==> config.mk <==
export PLATFORM = sky130hd
export DESIGN_NAME = adc_sample_converter_unit
export DESIGN_NICKNAME = d
export VERILOG_FILES = /design/src/rtl/asc_pkg.sv /design/src/rtl/asc_ctrl.sv /design/src/rtl/asc_datapath.sv /design/src/rtl/adc_sample_converter_unit.sv
export SDC_FILE = /design/constraint.sdc
export NUM_CORES = 2
export LEC_CHECK = 0
export CAP_MARGIN = 5
export CORE_MARGIN = 10
export CORE_UTILIZATION = 59
export CTS_CLUSTER_SIZE = 12
export DETAILED_ROUTE_END_ITERATION = 6
export DONT_BUFFER_PORTS = 1
export GPL_ROUTABILITY_DRIVEN = 0
export PLACE_DENSITY = 0.77
export SLEW_MARGIN = 20
export SYNTH_ARGS = -nofsm -noshare
export SYNTH_HDL_FRONTEND = slang
export SYNTH_SLANG_ARGS = --single-unit
export TNS_END_PERCENT = 1
==> constraint.sdc <==
create_clock -name clk_i -period 7.1 [get_ports clk_i]
set_input_delay 1.42 -clock clk_i [delete_from_list [all_inputs] [get_ports clk_i]]
set_output_delay 1.42 -clock clk_i [all_outputs]
set_load 0.005 [all_outputs]
==> src/rtl/asc_pkg.sv <==
// shared widths, codes and controller/datapath interface types of the adc sample converter
`default_nettype none

package asc_pkg;

  // default depth of the breakpoint store
  localparam int unsigned TableDepthDef = 16;

  // field widths
  localparam int unsigned SampleW  = 16;
  localparam int unsigned IndexW   = 4;
  localparam int unsigned ThrW     = 16;
  localparam int unsigned ValW     = 32;
  localparam int unsigned StatusW  = 2;
  localparam int unsigned ModeW    = 2;
  localparam int unsigned MultW    = 16;
  localparam int unsigned DivW     = 16;
  localparam int unsigned OffW     = 32;
  localparam int unsigned EntW     = 5;

  // stream and config port widths
  localparam int unsigned InDataW  = 72;
  localparam int unsigned OutDataW = 32;
  localparam int unsigned CfgIdxW  = 3;
  localparam int unsigned CfgDataW = 32;

  // divider sizing: numerator magnitude stays below 2^48
  localparam int unsigned MagW      = 48;
  localparam int unsigned DivSteps  = MagW;
  localparam int unsigned StepCntW  = 6;

  // conversion modes
  localparam logic [ModeW-1:0] ModePass   = 2'd0;
  localparam logic [ModeW-1:0] ModeLinear = 2'd1;
  localparam logic [ModeW-1:0] ModeAbs    = 2'd2;
  localparam logic [ModeW-1:0] ModeTable  = 2'd3;

  // result status codes
  localparam logic [StatusW-1:0] StatOk      = 2'd0;
  localparam logic [StatusW-1:0] StatDivZero = 2'd1;
  localparam logic [StatusW-1:0] StatSat     = 2'd2;

  // request kinds
  localparam logic ActConvert = 1'b0;
  localparam logic ActWrite   = 1'b1;

  // register indexes
  localparam logic [CfgIdxW-1:0] CfgMode    = 3'd0;
  localparam logic [CfgIdxW-1:0] CfgMult    = 3'd1;
  localparam logic [CfgIdxW-1:0] CfgDiv     = 3'd2;
  localparam logic [CfgIdxW-1:0] CfgOffset  = 3'd3;
  localparam logic [CfgIdxW-1:0] CfgEntries = 3'd4;

  // commands from controller to datapath
  typedef struct packed {
    logic load;
    logic mul;
    logic sum;
    logic div_init;
    logic div_step;
    logic tbl_rd;
    logic tbl_cmp;
    logic emit;
  } asc_cmd_t;

  // status from datapath to controller
  typedef struct packed {
    logic             is_write;
    logic [ModeW-1:0] mode;
    logic             div_zero;
    logic             div_last;
    logic             tbl_hit;
    logic             out_free;
  } asc_stat_t;

endpackage

`default_nettype wire

==> src/rtl/asc_ctrl.sv <==
// sequencing state machine of the adc sample converter
`default_nettype none

module asc_ctrl (
  input  logic                clk_i,
  input  logic                rst_ni,
  input  logic                s_tvalid_i,
  output logic                s_tready_o,
  input  asc_pkg::asc_stat_t  stat_i,
  output asc_pkg::asc_cmd_t   cmd_o
);
  import asc_pkg::*;

  localparam logic [2:0] StIdle    = 3'd0;
  localparam logic [2:0] StMul     = 3'd1;
  localparam logic [2:0] StSum     = 3'd2;
  localparam logic [2:0] StDivInit = 3'd3;
  localparam logic [2:0] StDiv     = 3'd4;
  localparam logic [2:0] StTblRd   = 3'd5;
  localparam logic [2:0] StTblCmp  = 3'd6;
  localparam logic [2:0] StDone    = 3'd7;

  logic [2:0] state_q, state_d;

  // one request at a time, taken only when idle
  assign s_tready_o = (state_q == StIdle);

  // next state and commands
  always_comb begin
    state_d = state_q;
    cmd_o   = '0;
    case (state_q)
      StIdle: begin
        if (s_tvalid_i) begin
          cmd_o.load = 1'b1;
          if (stat_i.is_write == ActConvert) begin
            case (stat_i.mode)
              ModePass:  state_d = StDone;
              ModeTable: state_d = StTblRd;
              default:   state_d = stat_i.div_zero ? StDone : StMul;
            endcase
          end
        end
      end
      StMul: begin
        cmd_o.mul = 1'b1;
        state_d   = StSum;
      end
      StSum: begin
        cmd_o.sum = 1'b1;
        state_d   = StDivInit;
      end
      StDivInit: begin
        cmd_o.div_init = 1'b1;
        state_d        = StDiv;
      end
      StDiv: begin
        cmd_o.div_step = 1'b1;
        if (stat_i.div_last) begin
          state_d = StDone;
        end
      end
      StTblRd: begin
        cmd_o.tbl_rd = 1'b1;
        state_d      = StTblCmp;
      end
      StTblCmp: begin
        cmd_o.tbl_cmp = 1'b1;
        state_d       = stat_i.tbl_hit ? StDone : StTblRd;
      end
      StDone: begin
        if (stat_i.out_free) begin
          cmd_o.emit = 1'b1;
          state_d    = StIdle;
        end
      end
      default: state_d = StIdle;
    endcase
  end

  // state register
  always_ff @(posedge clk_i or negedge rst_ni) begin
    if (!rst_ni) begin
      state_q <= StIdle;
    end else begin
      state_q <= state_d;
    end
  end

  // a table write finishes in its accept cycle
  a_write_stays_idle: assert property (@(posedge clk_i) disable iff (!rst_ni)
    (s_tvalid_i && s_tready_o && stat_i.is_write == ActWrite) |=> state_q == StIdle)
    else $error("write request left idle state");

  // after handing off a result the controller is free again
  a_emit_returns_idle: assert property (@(posedge clk_i) disable iff (!rst_ni)
    cmd_o.emit |=> state_q == StIdle)
    else $error("controller not idle after result hand-off");

  // datapath gets at most one command per cycle
  a_cmd_onehot: assert property (@(posedge clk_i) disable iff (!rst_ni)
    $onehot0(cmd_o))
    else $error("more than one datapath command");

endmodule

`default_nettype wire

==> src/rtl/asc_datapath.sv <==
// registers, multipliers, restoring divider, breakpoint store and output stage
`default_nettype none

module asc_datapath #(
  parameter int unsigned TABLE_DEPTH = asc_pkg::TableDepthDef
) (
  input  logic                            clk_i,
  input  logic                            rst_ni,
  input  logic                            cfg_we_i,
  input  logic [asc_pkg::CfgIdxW-1:0]     cfg_idx_i,
  input  logic [asc_pkg::CfgDataW-1:0]    cfg_data_i,
  input  logic [asc_pkg::InDataW-1:0]     s_tdata_i,
  input  logic                            s_tuser_i,
  output logic                            m_tvalid_o,
  input  logic                            m_tready_i,
  output logic [asc_pkg::OutDataW-1:0]    m_tdata_o,
  output logic [asc_pkg::StatusW-1:0]     m_tuser_o,
  input  asc_pkg::asc_cmd_t               cmd_i,
  output asc_pkg::asc_stat_t              stat_o
);
  import asc_pkg::*;

  localparam int unsigned IdxW = (TABLE_DEPTH > 1) ? $clog2(TABLE_DEPTH) : 1;
  localparam int unsigned EntryW = ThrW + ValW;
  localparam logic [ValW-1:0] IntMax = 32'h7FFF_FFFF;
  localparam logic [ValW-1:0] IntMin = 32'h8000_0000;
  localparam logic [MagW-1:0] MagMaxPos = 48'h0000_7FFF_FFFF;
  localparam logic [MagW-1:0] MagMaxNeg = 48'h0000_8000_0000;

  // request fields
  logic [SampleW-1:0]      in_sample;
  logic [IndexW-1:0]       in_index;
  logic [ThrW-1:0]         in_thr;
  logic [ValW-1:0]         in_out;

  assign in_sample = s_tdata_i[15:0];
  assign in_index  = s_tdata_i[19:16];
  assign in_thr    = s_tdata_i[35:20];
  assign in_out    = s_tdata_i[67:36];

  // configuration registers
  logic [ModeW-1:0]        mode_q;
  logic signed [MultW-1:0] mult_q;
  logic signed [DivW-1:0]  div_q;
  logic signed [OffW-1:0]  off_q;
  logic [EntW-1:0]         ent_q;

  always_ff @(posedge clk_i or negedge rst_ni) begin
    if (!rst_ni) begin
      mode_q <= ModePass;
      mult_q <= 16'sd1;
      div_q  <= 16'sd1;
      off_q  <= '0;
      ent_q  <= 5'd1;
    end else if (cfg_we_i) begin
      case (cfg_idx_i)
        CfgMode:    mode_q <= cfg_data_i[ModeW-1:0];
        CfgMult:    mult_q <= cfg_data_i[MultW-1:0];
        CfgDiv:     div_q  <= cfg_data_i[DivW-1:0];
        CfgOffset:  off_q  <= cfg_data_i[OffW-1:0];
        CfgEntries: ent_q  <= cfg_data_i[EntW-1:0];
        default: ;
      endcase
    end
  end

  // sample plus offset, formed while the request is taken
  logic signed [ValW:0]    t_sum;
  logic [IdxW-1:0]         idx_init;

  assign t_sum = $signed({off_q[OffW-1], off_q}) + $signed({17'b0, in_sample});

  // last entry in use, clamped to the store depth
  always_comb begin
    if (ent_q == '0) begin
      idx_init = '0;
    end else if (32'(ent_q) > TABLE_DEPTH) begin
      idx_init = IdxW'(TABLE_DEPTH - 1);
    end else begin
      idx_init = IdxW'(ent_q - EntW'(1));
    end
  end

  logic [SampleW-1:0]      sample_q;
  logic signed [ValW:0]    mula_q;
  logic                    tneg_q;

  always_ff @(posedge clk_i) begin
    if (cmd_i.load) begin
      sample_q <= in_sample;
      mula_q   <= (mode_q == ModeLinear) ? $signed({17'b0, in_sample}) : t_sum;
      tneg_q   <= t_sum[ValW];
    end
  end

  // multiply stage
  logic signed [48:0]      p1_q;
  logic signed [47:0]      p2_q;

  always_ff @(posedge clk_i) begin
    if (cmd_i.mul) begin
      p1_q <= 49'(mula_q) * 49'(mult_q);
      p2_q <= 48'(off_q) * 48'(div_q);
    end
  end

  // numerator: linear sum or magnitude-scaled product
  logic signed [48:0]      num_q;
  logic signed [48:0]      lin_sum;
  logic signed [48:0]      abs_prod;

  assign lin_sum  = p1_q + 49'(p2_q);
  assign abs_prod = tneg_q ? -p1_q : p1_q;

  always_ff @(posedge clk_i) begin
    if (cmd_i.sum) begin
      num_q <= (mode_q == ModeLinear) ? lin_sum : abs_prod;
    end
  end

  // restoring divider, one quotient bit per cycle
  logic [MagW-1:0]         mag_q;
  logic [DivW-1:0]         rem_q;
  logic [DivW-1:0]         dmag_q;
  logic                    qneg_q;
  logic [StepCntW-1:0]     cnt_q;
  logic signed [48:0]      num_neg;
  logic [DivW-1:0]         div_neg;
  logic [DivW:0]           r2;
  logic [DivW:0]           rdiff;
  logic                    r_ge;

  assign num_neg = -num_q;
  assign div_neg = -div_q;
  assign r2      = {rem_q, mag_q[MagW-1]};
  assign rdiff   = r2 - {1'b0, dmag_q};
  assign r_ge    = (r2 >= {1'b0, dmag_q});

  always_ff @(posedge clk_i) begin
    if (cmd_i.div_init) begin
      mag_q  <= num_q[48] ? num_neg[MagW-1:0] : num_q[MagW-1:0];
      dmag_q <= div_q[DivW-1] ? div_neg : div_q;
      qneg_q <= num_q[48] ^ div_q[DivW-1];
      rem_q  <= '0;
    end else if (cmd_i.div_step) begin
      mag_q <= {mag_q[MagW-2:0], r_ge};
      rem_q <= r_ge ? rdiff[DivW-1:0] : r2[DivW-1:0];
    end
  end

  always_ff @(posedge clk_i or negedge rst_ni) begin
    if (!rst_ni) begin
      cnt_q <= '0;
    end else if (cmd_i.div_init) begin
      cnt_q <= '0;
    end else if (cmd_i.div_step) begin
      cnt_q <= cnt_q + StepCntW'(1);
    end
  end

  // breakpoint store: threshold and output per entry
  logic [EntryW-1:0]       tbl_mem [TABLE_DEPTH];
  logic [ThrW-1:0]         rd_thr_q;
  logic [ValW-1:0]         rd_out_q;
  logic [IdxW-1:0]         idx_q;

  always_ff @(posedge clk_i) begin
    if (cmd_i.load && s_tuser_i == ActWrite && 32'(in_index) < TABLE_DEPTH) begin
      tbl_mem[IdxW'(in_index)] <= {in_thr, in_out};
    end
  end

  always_ff @(posedge clk_i) begin
    if (cmd_i.tbl_rd) begin
      {rd_thr_q, rd_out_q} <= tbl_mem[idx_q];
    end
  end

  // downward scan of the store
  logic                    tbl_hit;
  logic signed [ValW:0]    tsum_q;

  assign tbl_hit = (idx_q == '0) || (sample_q < rd_thr_q);

  always_ff @(posedge clk_i or negedge rst_ni) begin
    if (!rst_ni) begin
      idx_q <= '0;
    end else if (cmd_i.load) begin
      idx_q <= idx_init;
    end else if (cmd_i.tbl_cmp && !tbl_hit) begin
      idx_q <= idx_q - IdxW'(1);
    end
  end

  always_ff @(posedge clk_i) begin
    if (cmd_i.tbl_cmp && tbl_hit) begin
      tsum_q <= $signed({rd_out_q[ValW-1], rd_out_q}) + $signed({off_q[OffW-1], off_q});
    end
  end

  // final value with saturation
  logic [ValW-1:0]         res_val;
  logic [StatusW-1:0]      res_st;

  always_comb begin
    res_val = '0;
    res_st  = StatOk;
    case (mode_q)
      ModePass: begin
        res_val = {16'b0, sample_q};
      end
      ModeLinear, ModeAbs: begin
        if (div_q == '0) begin
          res_st = StatDivZero;
        end else if (qneg_q) begin
          if (mag_q > MagMaxNeg) begin
            res_val = IntMin;
            res_st  = StatSat;
          end else begin
            res_val = -mag_q[ValW-1:0];
          end
        end else if (mag_q > MagMaxPos) begin
          res_val = IntMax;
          res_st  = StatSat;
        end else begin
          res_val = mag_q[ValW-1:0];
        end
      end
      default: begin
        if (tsum_q[ValW] != tsum_q[ValW-1]) begin
          res_val = tsum_q[ValW] ? IntMin : IntMax;
          res_st  = StatSat;
        end else begin
          res_val = tsum_q[ValW-1:0];
        end
      end
    endcase
  end

  // output register
  logic                    out_valid_q;
  logic [ValW-1:0]         out_val_q;
  logic [StatusW-1:0]      out_st_q;

  always_ff @(posedge clk_i or negedge rst_ni) begin
    if (!rst_ni) begin
      out_valid_q <= 1'b0;
    end else if (cmd_i.emit) begin
      out_valid_q <= 1'b1;
    end else if (m_tready_i) begin
      out_valid_q <= 1'b0;
    end
  end

  always_ff @(posedge clk_i) begin
    if (cmd_i.emit) begin
      out_val_q <= res_val;
      out_st_q  <= res_st;
    end
  end

  assign m_tvalid_o = out_valid_q;
  assign m_tdata_o  = out_val_q;
  assign m_tuser_o  = out_st_q;

  // status to controller
  assign stat_o.is_write = s_tuser_i;
  assign stat_o.mode     = mode_q;
  assign stat_o.div_zero = (div_q == '0);
  assign stat_o.div_last = (cnt_q == StepCntW'(DivSteps - 1));
  assign stat_o.tbl_hit  = tbl_hit;
  assign stat_o.out_free = !out_valid_q || m_tready_i;

  // a result is never loaded over one that has not been taken
  a_no_overwrite: assert property (@(posedge clk_i) disable iff (!rst_ni)
    cmd_i.emit |-> (!out_valid_q || m_tready_i))
    else $error("result register overwritten");

  // divider never runs past its last quotient bit
  a_div_bound: assert property (@(posedge clk_i) disable iff (!rst_ni)
    cmd_i.div_step |-> cnt_q < StepCntW'(DivSteps))
    else $error("divider step count overrun");

  // a finished divide leaves the step counter at its end
  a_div_done: assert property (@(posedge clk_i) disable iff (!rst_ni)
    (cmd_i.div_step && stat_o.div_last) |=> cnt_q == StepCntW'(DivSteps))
    else $error("divider ended at wrong step");

endmodule

`default_nettype wire

==> src/rtl/adc_sample_converter_unit.sv <==
// top level of the adc sample converter
`default_nettype none

// Converts one unsigned 16-bit sample per request into a saturated signed
// 32-bit value by the mode in register 0: pass-through, linear scaling,
// absolute value then scaling, or a downward breakpoint table scan. A request
// with tuser high writes one table entry and gives no result; entries must be
// written before a scan reads them. Requests are handled one at a time and a
// new one is taken while the previous result still waits at the output.
// A table write finishes in its accept cycle; pass-through and a zero divisor
// skip the arithmetic; linear and absolute pass a multiply and a sum stage,
// then the 48-step restoring divider (one quotient bit per cycle); table mode
// scans entries downward, each through a registered read of the store.
// The configuration registers may only be written while no request is open.

module adc_sample_converter_unit #(
  parameter int unsigned TABLE_DEPTH = asc_pkg::TableDepthDef
) (
  input  logic                         clk_i,
  input  logic                         rst_ni,
  // configuration write port
  input  logic                         cfg_we_i,
  input  logic [asc_pkg::CfgIdxW-1:0]  cfg_idx_i,
  input  logic [asc_pkg::CfgDataW-1:0] cfg_data_i,
  // request stream
  input  logic                         s_tvalid_i,
  output logic                         s_tready_o,
  // sample [15:0], entry_index [19:16], entry_threshold [35:20],
  // entry_output [67:36], zeros [71:68]
  input  logic [asc_pkg::InDataW-1:0]  s_tdata_i,
  // action [0]
  input  logic                         s_tuser_i,
  // result stream
  output logic                         m_tvalid_o,
  input  logic                         m_tready_i,
  // converted [31:0]
  output logic [asc_pkg::OutDataW-1:0] m_tdata_o,
  // status [1:0]
  output logic [asc_pkg::StatusW-1:0]  m_tuser_o
);
  import asc_pkg::*;

  asc_cmd_t  cmd;
  asc_stat_t stat;

  // sequencing
  asc_ctrl u_ctrl (
    .clk_i      (clk_i),
    .rst_ni     (rst_ni),
    .s_tvalid_i (s_tvalid_i),
    .s_tready_o (s_tready_o),
    .stat_i     (stat),
    .cmd_o      (cmd)
  );

  // arithmetic, store and output stage
  asc_datapath #(
    .TABLE_DEPTH (TABLE_DEPTH)
  ) u_datapath (
    .clk_i      (clk_i),
    .rst_ni     (rst_ni),
    .cfg_we_i   (cfg_we_i),
    .cfg_idx_i  (cfg_idx_i),
    .cfg_data_i (cfg_data_i),
    .s_tdata_i  (s_tdata_i),
    .s_tuser_i  (s_tuser_i),
    .m_tvalid_o (m_tvalid_o),
    .m_tready_i (m_tready_i),
    .m_tdata_o  (m_tdata_o),
    .m_tuser_o  (m_tuser_o),
    .cmd_i      (cmd),
    .stat_o     (stat)
  );

endmodule

`default_nettype wire

* After elaboration in Yosys (flattened, before gate mapping) *
Memory sizes are Yosys's and may differ from the RTL's. A register that Yosys moved wholly into a read port is not among the register bits.
Cells that the tools add are included.
Widths: inputs -> output; s select.

storage, ports and cells
  register bits = 429
  memory bits (writable) = 768
  input port bits = 113
  output and inout bits = 36
  logic and storage cells = 136
  memories kept = 1

operators by class
  $add $sub $neg = 11
  $mul = 2
  order comparisons = 5
  equality and inequality tests = 20
  multiplexer cells = 49
  bitwise gates (word level) = 1
  reductions and logical operators = 23

memories
  memory              words  bits a word  rd ports  clocked after Yosys merged registers in  write ports  line                 RTL
  u_datapath.tbl_mem  16     48           1         1                                        1            asc_datapath.sv:162  logic [EntryW-1:0] tbl_mem [TABLE_DEPTH];

operators by type and width
  cell                  count
  $mux 32               6
  $mux 48               3
  $mux 49               2
  $pmux 32 s2           1
  $add 49x48->49        1
  $mul 33x16->49        1
  $neg 49->49           1
  $gt 48x31->1 const B  1
  $gt 48x32->1 const B  1
  $mul 32x16->48        1
  $neg 48->48           1
  $add 32x17->33        1
  $add 32x32->33        1
  $mux 16               2
  $neg 32->32           1
  $pmux 3 s8            1
  $ge 17x16->1          1
  $logic_not 16->1      1
  $lt 16x16->1          1
  $mux 4                4
  $neg 16->16           1
  $sub 16x16->16        1
  $eq 3x3->1 const B    5
  $mux 15               1
  other kinds (28)      71

* Logic depth before layout (Yosys ltp) *
  word-level depth = 6
  depth in mapped cells = 28

* Modules after synthesis *
A second synthesis with hierarchy kept.

unflattened totals
  cells, all modules = 7,766
  area, all modules = 91,959.4 µm²

by module, submodules not included
  module        instances  cells an instance  area each (µm²)  sequential area each (µm²)
  asc_datapath  1          7,728              91,641.6         36,729.0
  asc_ctrl      1          38                 317.8            75.1

* Least setup slack after synthesis *
No wires, ideal clock.

  kind = input-to-reg
  start point = in s_tvalid_i
  end point = mem u_datapath.tbl_mem[0][0] (netlist name) (enable)
  arrival = 7,766 ps
  required time = 6,587 ps
  setup slack = -1,179 ps
  cell stages on the path = 5
  buffers on the path = 0
  cells stage by stage = nand2_1 > nor2_1 > nand2_1 > or3_1 > nor3_1

RTL lines
  element      line                             RTL
  from (decl)  adc_sample_converter_unit.sv:26  input logic s_tvalid_i,
  to (decl)    asc_datapath.sv:162

* Worst setup path in the final report *
  start point = reg u_datapath.div_q[1]
  end point = reg u_datapath.p2_q[47] (data pin)

between the ends
  cells in the longest elaborated chain, start to end = 1

ends and longest elaborated chain
  element                 line                 RTL
  from (decl)             asc_datapath.sv:44   logic signed [DivW-1:0] div_q;
  from (signal assigned)  asc_datapath.sv:59   CfgDiv: div_q <= cfg_data_i[DivW-1:0];
  $mul 32x16->48          asc_datapath.sv:103  p2_q <= 48'(off_q) * 48'(div_q);
  to (signal assigned)    asc_datapath.sv:103
  to (decl)               asc_datapath.sv:98   logic signed [47:0] p2_q;

No other way between the ends.
A chain may end at the register's enable or synchronous reset.

==> results.md <==
- Outcome: completed
- CTS H-tree depth: 4
- Largest net degree at the start of global routing: 98
- Clock Skew: 0.0777 ns
- Vias per inst: 6.15
- Vias: 62700
- Die Ht: 415 µm
- Starting Density: 59.6%
- Initial drt markers: 6947
- CTS sink count: 1245
- Worst slew margin: 25.1%
- Port Buf Inserts: 0
- Dpl hpwl: 178000 µm
- Post-synth cell types: 94
- Die W: 415 µm
- Global route overflow: 0
- Worst-skew pair later-pin latency: 0.81 ns
- WL final: 245000 µm
- Final setup fails: 0
- Register area share after synthesis: 40.0%
- Synthesized area: 92100 µm²
- Synth Area in Compound Gates: 8.27%
- Period minus WS final: 6.94 ns
- Endpoints failing hold: 0
- Non-Filler Instances: 10200
- Area Overhead vs Synth: 8.57%
- CP max FO: 7
- HP Class: in -> async
- Tightest Pin Transition: 1.12 ns
- Total Routing Usage GR: 28.4%
- Final net count: 9520
- First-pass GRT wire length: 380000 µm
- Die area: 172000 µm²
- Post-Syn Area per Cell: 11.5 µm²
- Crit path launch type: register
- DRC: 0
- DRT Pass-1 Iters: 6
- TritonCTS Buffers: 132
- Largest family of logic cells by synthesized area: adder cells
- Setup crit end kind: register
- Warnings from Yosys: 0
- RSZ-0062 raised after global routing: yes
- Synth Area in Simple Gates: 10.1%
- Leading area contributor after synthesis: edfxtp_1
- Routed length per instance: 24.1 µm
- I/O pin cnt: 149
- Post-CTS Hold Fix Bufs: 0
- Final Cycle Share: 97.7%
- Post-Syn Nets: 9503
- Crit Path Class: reg -> reg
- Post-synth top flop: edfxtp_1
- Layout cells sized above 1: 8.74%
- Largest cells by area after synthesis: edfxtp_1 (37%), fa_1 (22%), ha_1 (5.0%)
- Row count: 144
- Post-synth EDFFs: 1144
- Antenna Violating Nets Remaining: 0
- Clock buffer depth: 3
- Synth Area in XOR/XNOR: 2.98%
- Maxcap violations: 0
- Core Region: 155000 µm²
- Fmax: 144 MHz
- Worst EP arrival: 7.44 ns
- Initial antenna violation count: 24
- Slew Limit Fails: 0
- Post-synthesis mux area share: 5.50%
- Multi-input logic area: 49500 µm²
- Synth top area share: 37.3%
- Synth Instances: 8031
- Dpl cells: 9950
- Synth Area in Adders: 26.5%
- Yosys reg bits: 1245
- CTS tree: done
- Post-synth ARST share: 6.83%
- Vias in the first global route: 64900
- Layout fillers: 11100
- Clk root buf: clkbuf_16
- Worst-path clk slew: 0.06 ns
- Sequential cell area: 36800 µm²
- CP required: 7.60 ns
==> state kept, by name (all words and copies together), names as in the netlist, 32 cells and up <==
name,flops
u_datapath.tbl_mem,768
u_datapath.num_q,49
u_datapath.p1_q,49
u_datapath.mag_q,48
u_datapath.p2_q,48
u_datapath.mula_q,33
u_datapath.tsum_q,33
u_datapath.m_tdata_o,32
u_datapath.off_q,32
u_datapath.rd_out_q,32
==> synth_stat cells (all sizes together), types with 51 or more instances <==
| cell | number |
|---|---|
| inv | 1223 |
| edfxtp | 1144 |
| fa | 990 |
| nand2 | 852 |
| and2 | 425 |
| ha | 369 |
| clkbuf | 336 |
| o21ai | 310 |
| a21oi | 308 |
| nor2 | 277 |
| mux2i | 216 |
| xnor2 | 199 |
| xor2 | 114 |
| a221oi | 111 |
| a21o | 98 |
| mux4 | 96 |
| dfrtp | 82 |
| nor3 | 73 |
| mux2 | 66 |
| nand3 | 55 |
| buf | 53 |
| a22oi | 51 |
==> logic make-up after synthesis <==
| kind of cell | count (synthesis) |
|---|---|
| adder cells (fa/ha/maj) | 1360 |
| AO/OA/AOI/OAI | 1185 |
| flip-flops | 1245 |
| AND/OR/NAND/NOR | 1935 |
| multiplexers | 378 |
| XOR/XNOR | 313 |
| buffers and inverters | 1615 |
==> per-stage QoR <==
step | hold WS, ns | worst slack [ns] | setup TNS [ns] | area, µm² | utilization [%]
4_1_cts | 0.269 | 0.00473 | 0 | 99700 | 64.5
6_report | 0.316 | 0.161 | 0 | 100000 | 64.7
3_3_place_gp | 0.437 | -0.0331 | -0.0530 | 95600 | 61.8
2_1_floorplan | 0.426 | -1.10 | -152.63 | 92100 | -
5_1_grt | 0.290 | -0.0374 | -0.0986 | 100000 | 64.7
3_5_place_dp | 0.454 | -0.0745 | -0.176 | 95600 | 61.8
==> metal layers <==
metal / vias to the layer above / track usage (%) / wire length, µm
li1: 27000 / - / -
met1: 31500 / 35.2 / 89600
met2: 3475 / 47.8 / 120000
met3: 731 / 5.13 / 21900
met4: 6 / 14.2 / 13600
met5: - / 0 / 34
==> timing repair <==
item                       CTS  global route
cloned                       0             0
setup buffers                1             6
pin swaps                    1             1
resized for setup            6            34
setup endpoints to repair    6            20
==> critical path: stages, from the launching register on <==
cell	delay (ns)
dfrtp_2	0.48
buf_4	0.17
buf_4	0.15
nand2_1	0.08
fa_1	0.53
fa_1	0.52
fa_1	0.52
inv_1	0.06
fa_1	0.50
fa_1	0.50
inv_1	0.05
fa_1	0.53
inv_1	0.06
ha_1	0.32
and3_1	0.21
buf_4	0.14
a311oi_1	0.31
buf_4	0.20
and4b_1	0.22
a211oi_2	0.09
buf_4	0.15
o21bai_1	0.19
a21oi_1	0.15
a211o_1	0.28
a21oi_1	0.17
xnor2_1	0.08
==> area by class of cell <==
cell class	instances	share of cell area, %
inverter	1225	4.60
tap	2044	2.56
timing repair buffer	273	2.36
clock inverter	45	0.684
sequential	1245	36.8
clock buffer	160	3.43
antenna	31	0.0776
multi-input combinational	5171	49.5
==> cells in the final DEF (no fill, tap or decap), types with 17 or more instances in the layout <==
master / Yosys / routed
o41ai_1: 19 / 19
a21oi_1: 307 / 304
o21a_1: 29 / 29
inv_1: 1223 / 1221
clkbuf_16: 0 / 132
o21bai_1: 34 / 33
edfxtp_1: 1144 / 1144
diode_2: 0 / 31
clkbuf_1: 336 / 26
nand3_1: 54 / 53
and3_1: 22 / 21
xor2_1: 114 / 114
nor4_1: 17 / 17
dfrtp_1: 82 / 67
nor2b_1: 26 / 25
buf_4: 2 / 240
o211ai_1: 18 / 18
a21o_1: 98 / 98
nand4_1: 28 / 28
o31ai_1: 47 / 46
a31oi_1: 30 / 29
a211oi_1: 20 / 19
nand2_1: 851 / 850
nand2b_1: 45 / 45
fa_1: 990 / 990
ha_1: 369 / 368
a221oi_1: 111 / 110
buf_12: 0 / 20
mux2_2: 66 / 66
a22oi_1: 51 / 51
nor2_1: 277 / 260
o21ai_0: 308 / 305
mux2i_1: 216 / 216
or3_1: 37 / 37
xnor2_1: 199 / 199
mux4_2: 96 / 96
and2_1: 425 / 424
nor3_1: 71 / 64
==> worst paths after layout <==
| kind | start | to | slack (ns) | cells past startpoint |
|---|---|---|---|---|
| max | u_datapath.div_q[1] | u_datapath.p2_q[47] | 0.16 | 25 |
| min | rst_ni | u_datapath.mult_q[4] | 0.32 | 0 |
| max reg2reg | u_datapath.div_q[1] | u_datapath.p2_q[47] | 0.16 | 25 |
| min reg2reg | u_datapath.rem_q[15] | u_datapath.rem_q[15] | 0.47 | 2 |
| max in group asynchronous | rst_ni | u_datapath.off_q[13] | 6.38 | 0 |
| min in group clk_i | u_datapath.rem_q[15] | u_datapath.rem_q[15] | 0.47 | 2 |
Power is left out: the tool's default activity adds up to more than one toggle a clock period on the data nets, which glitch-free logic cannot reach.
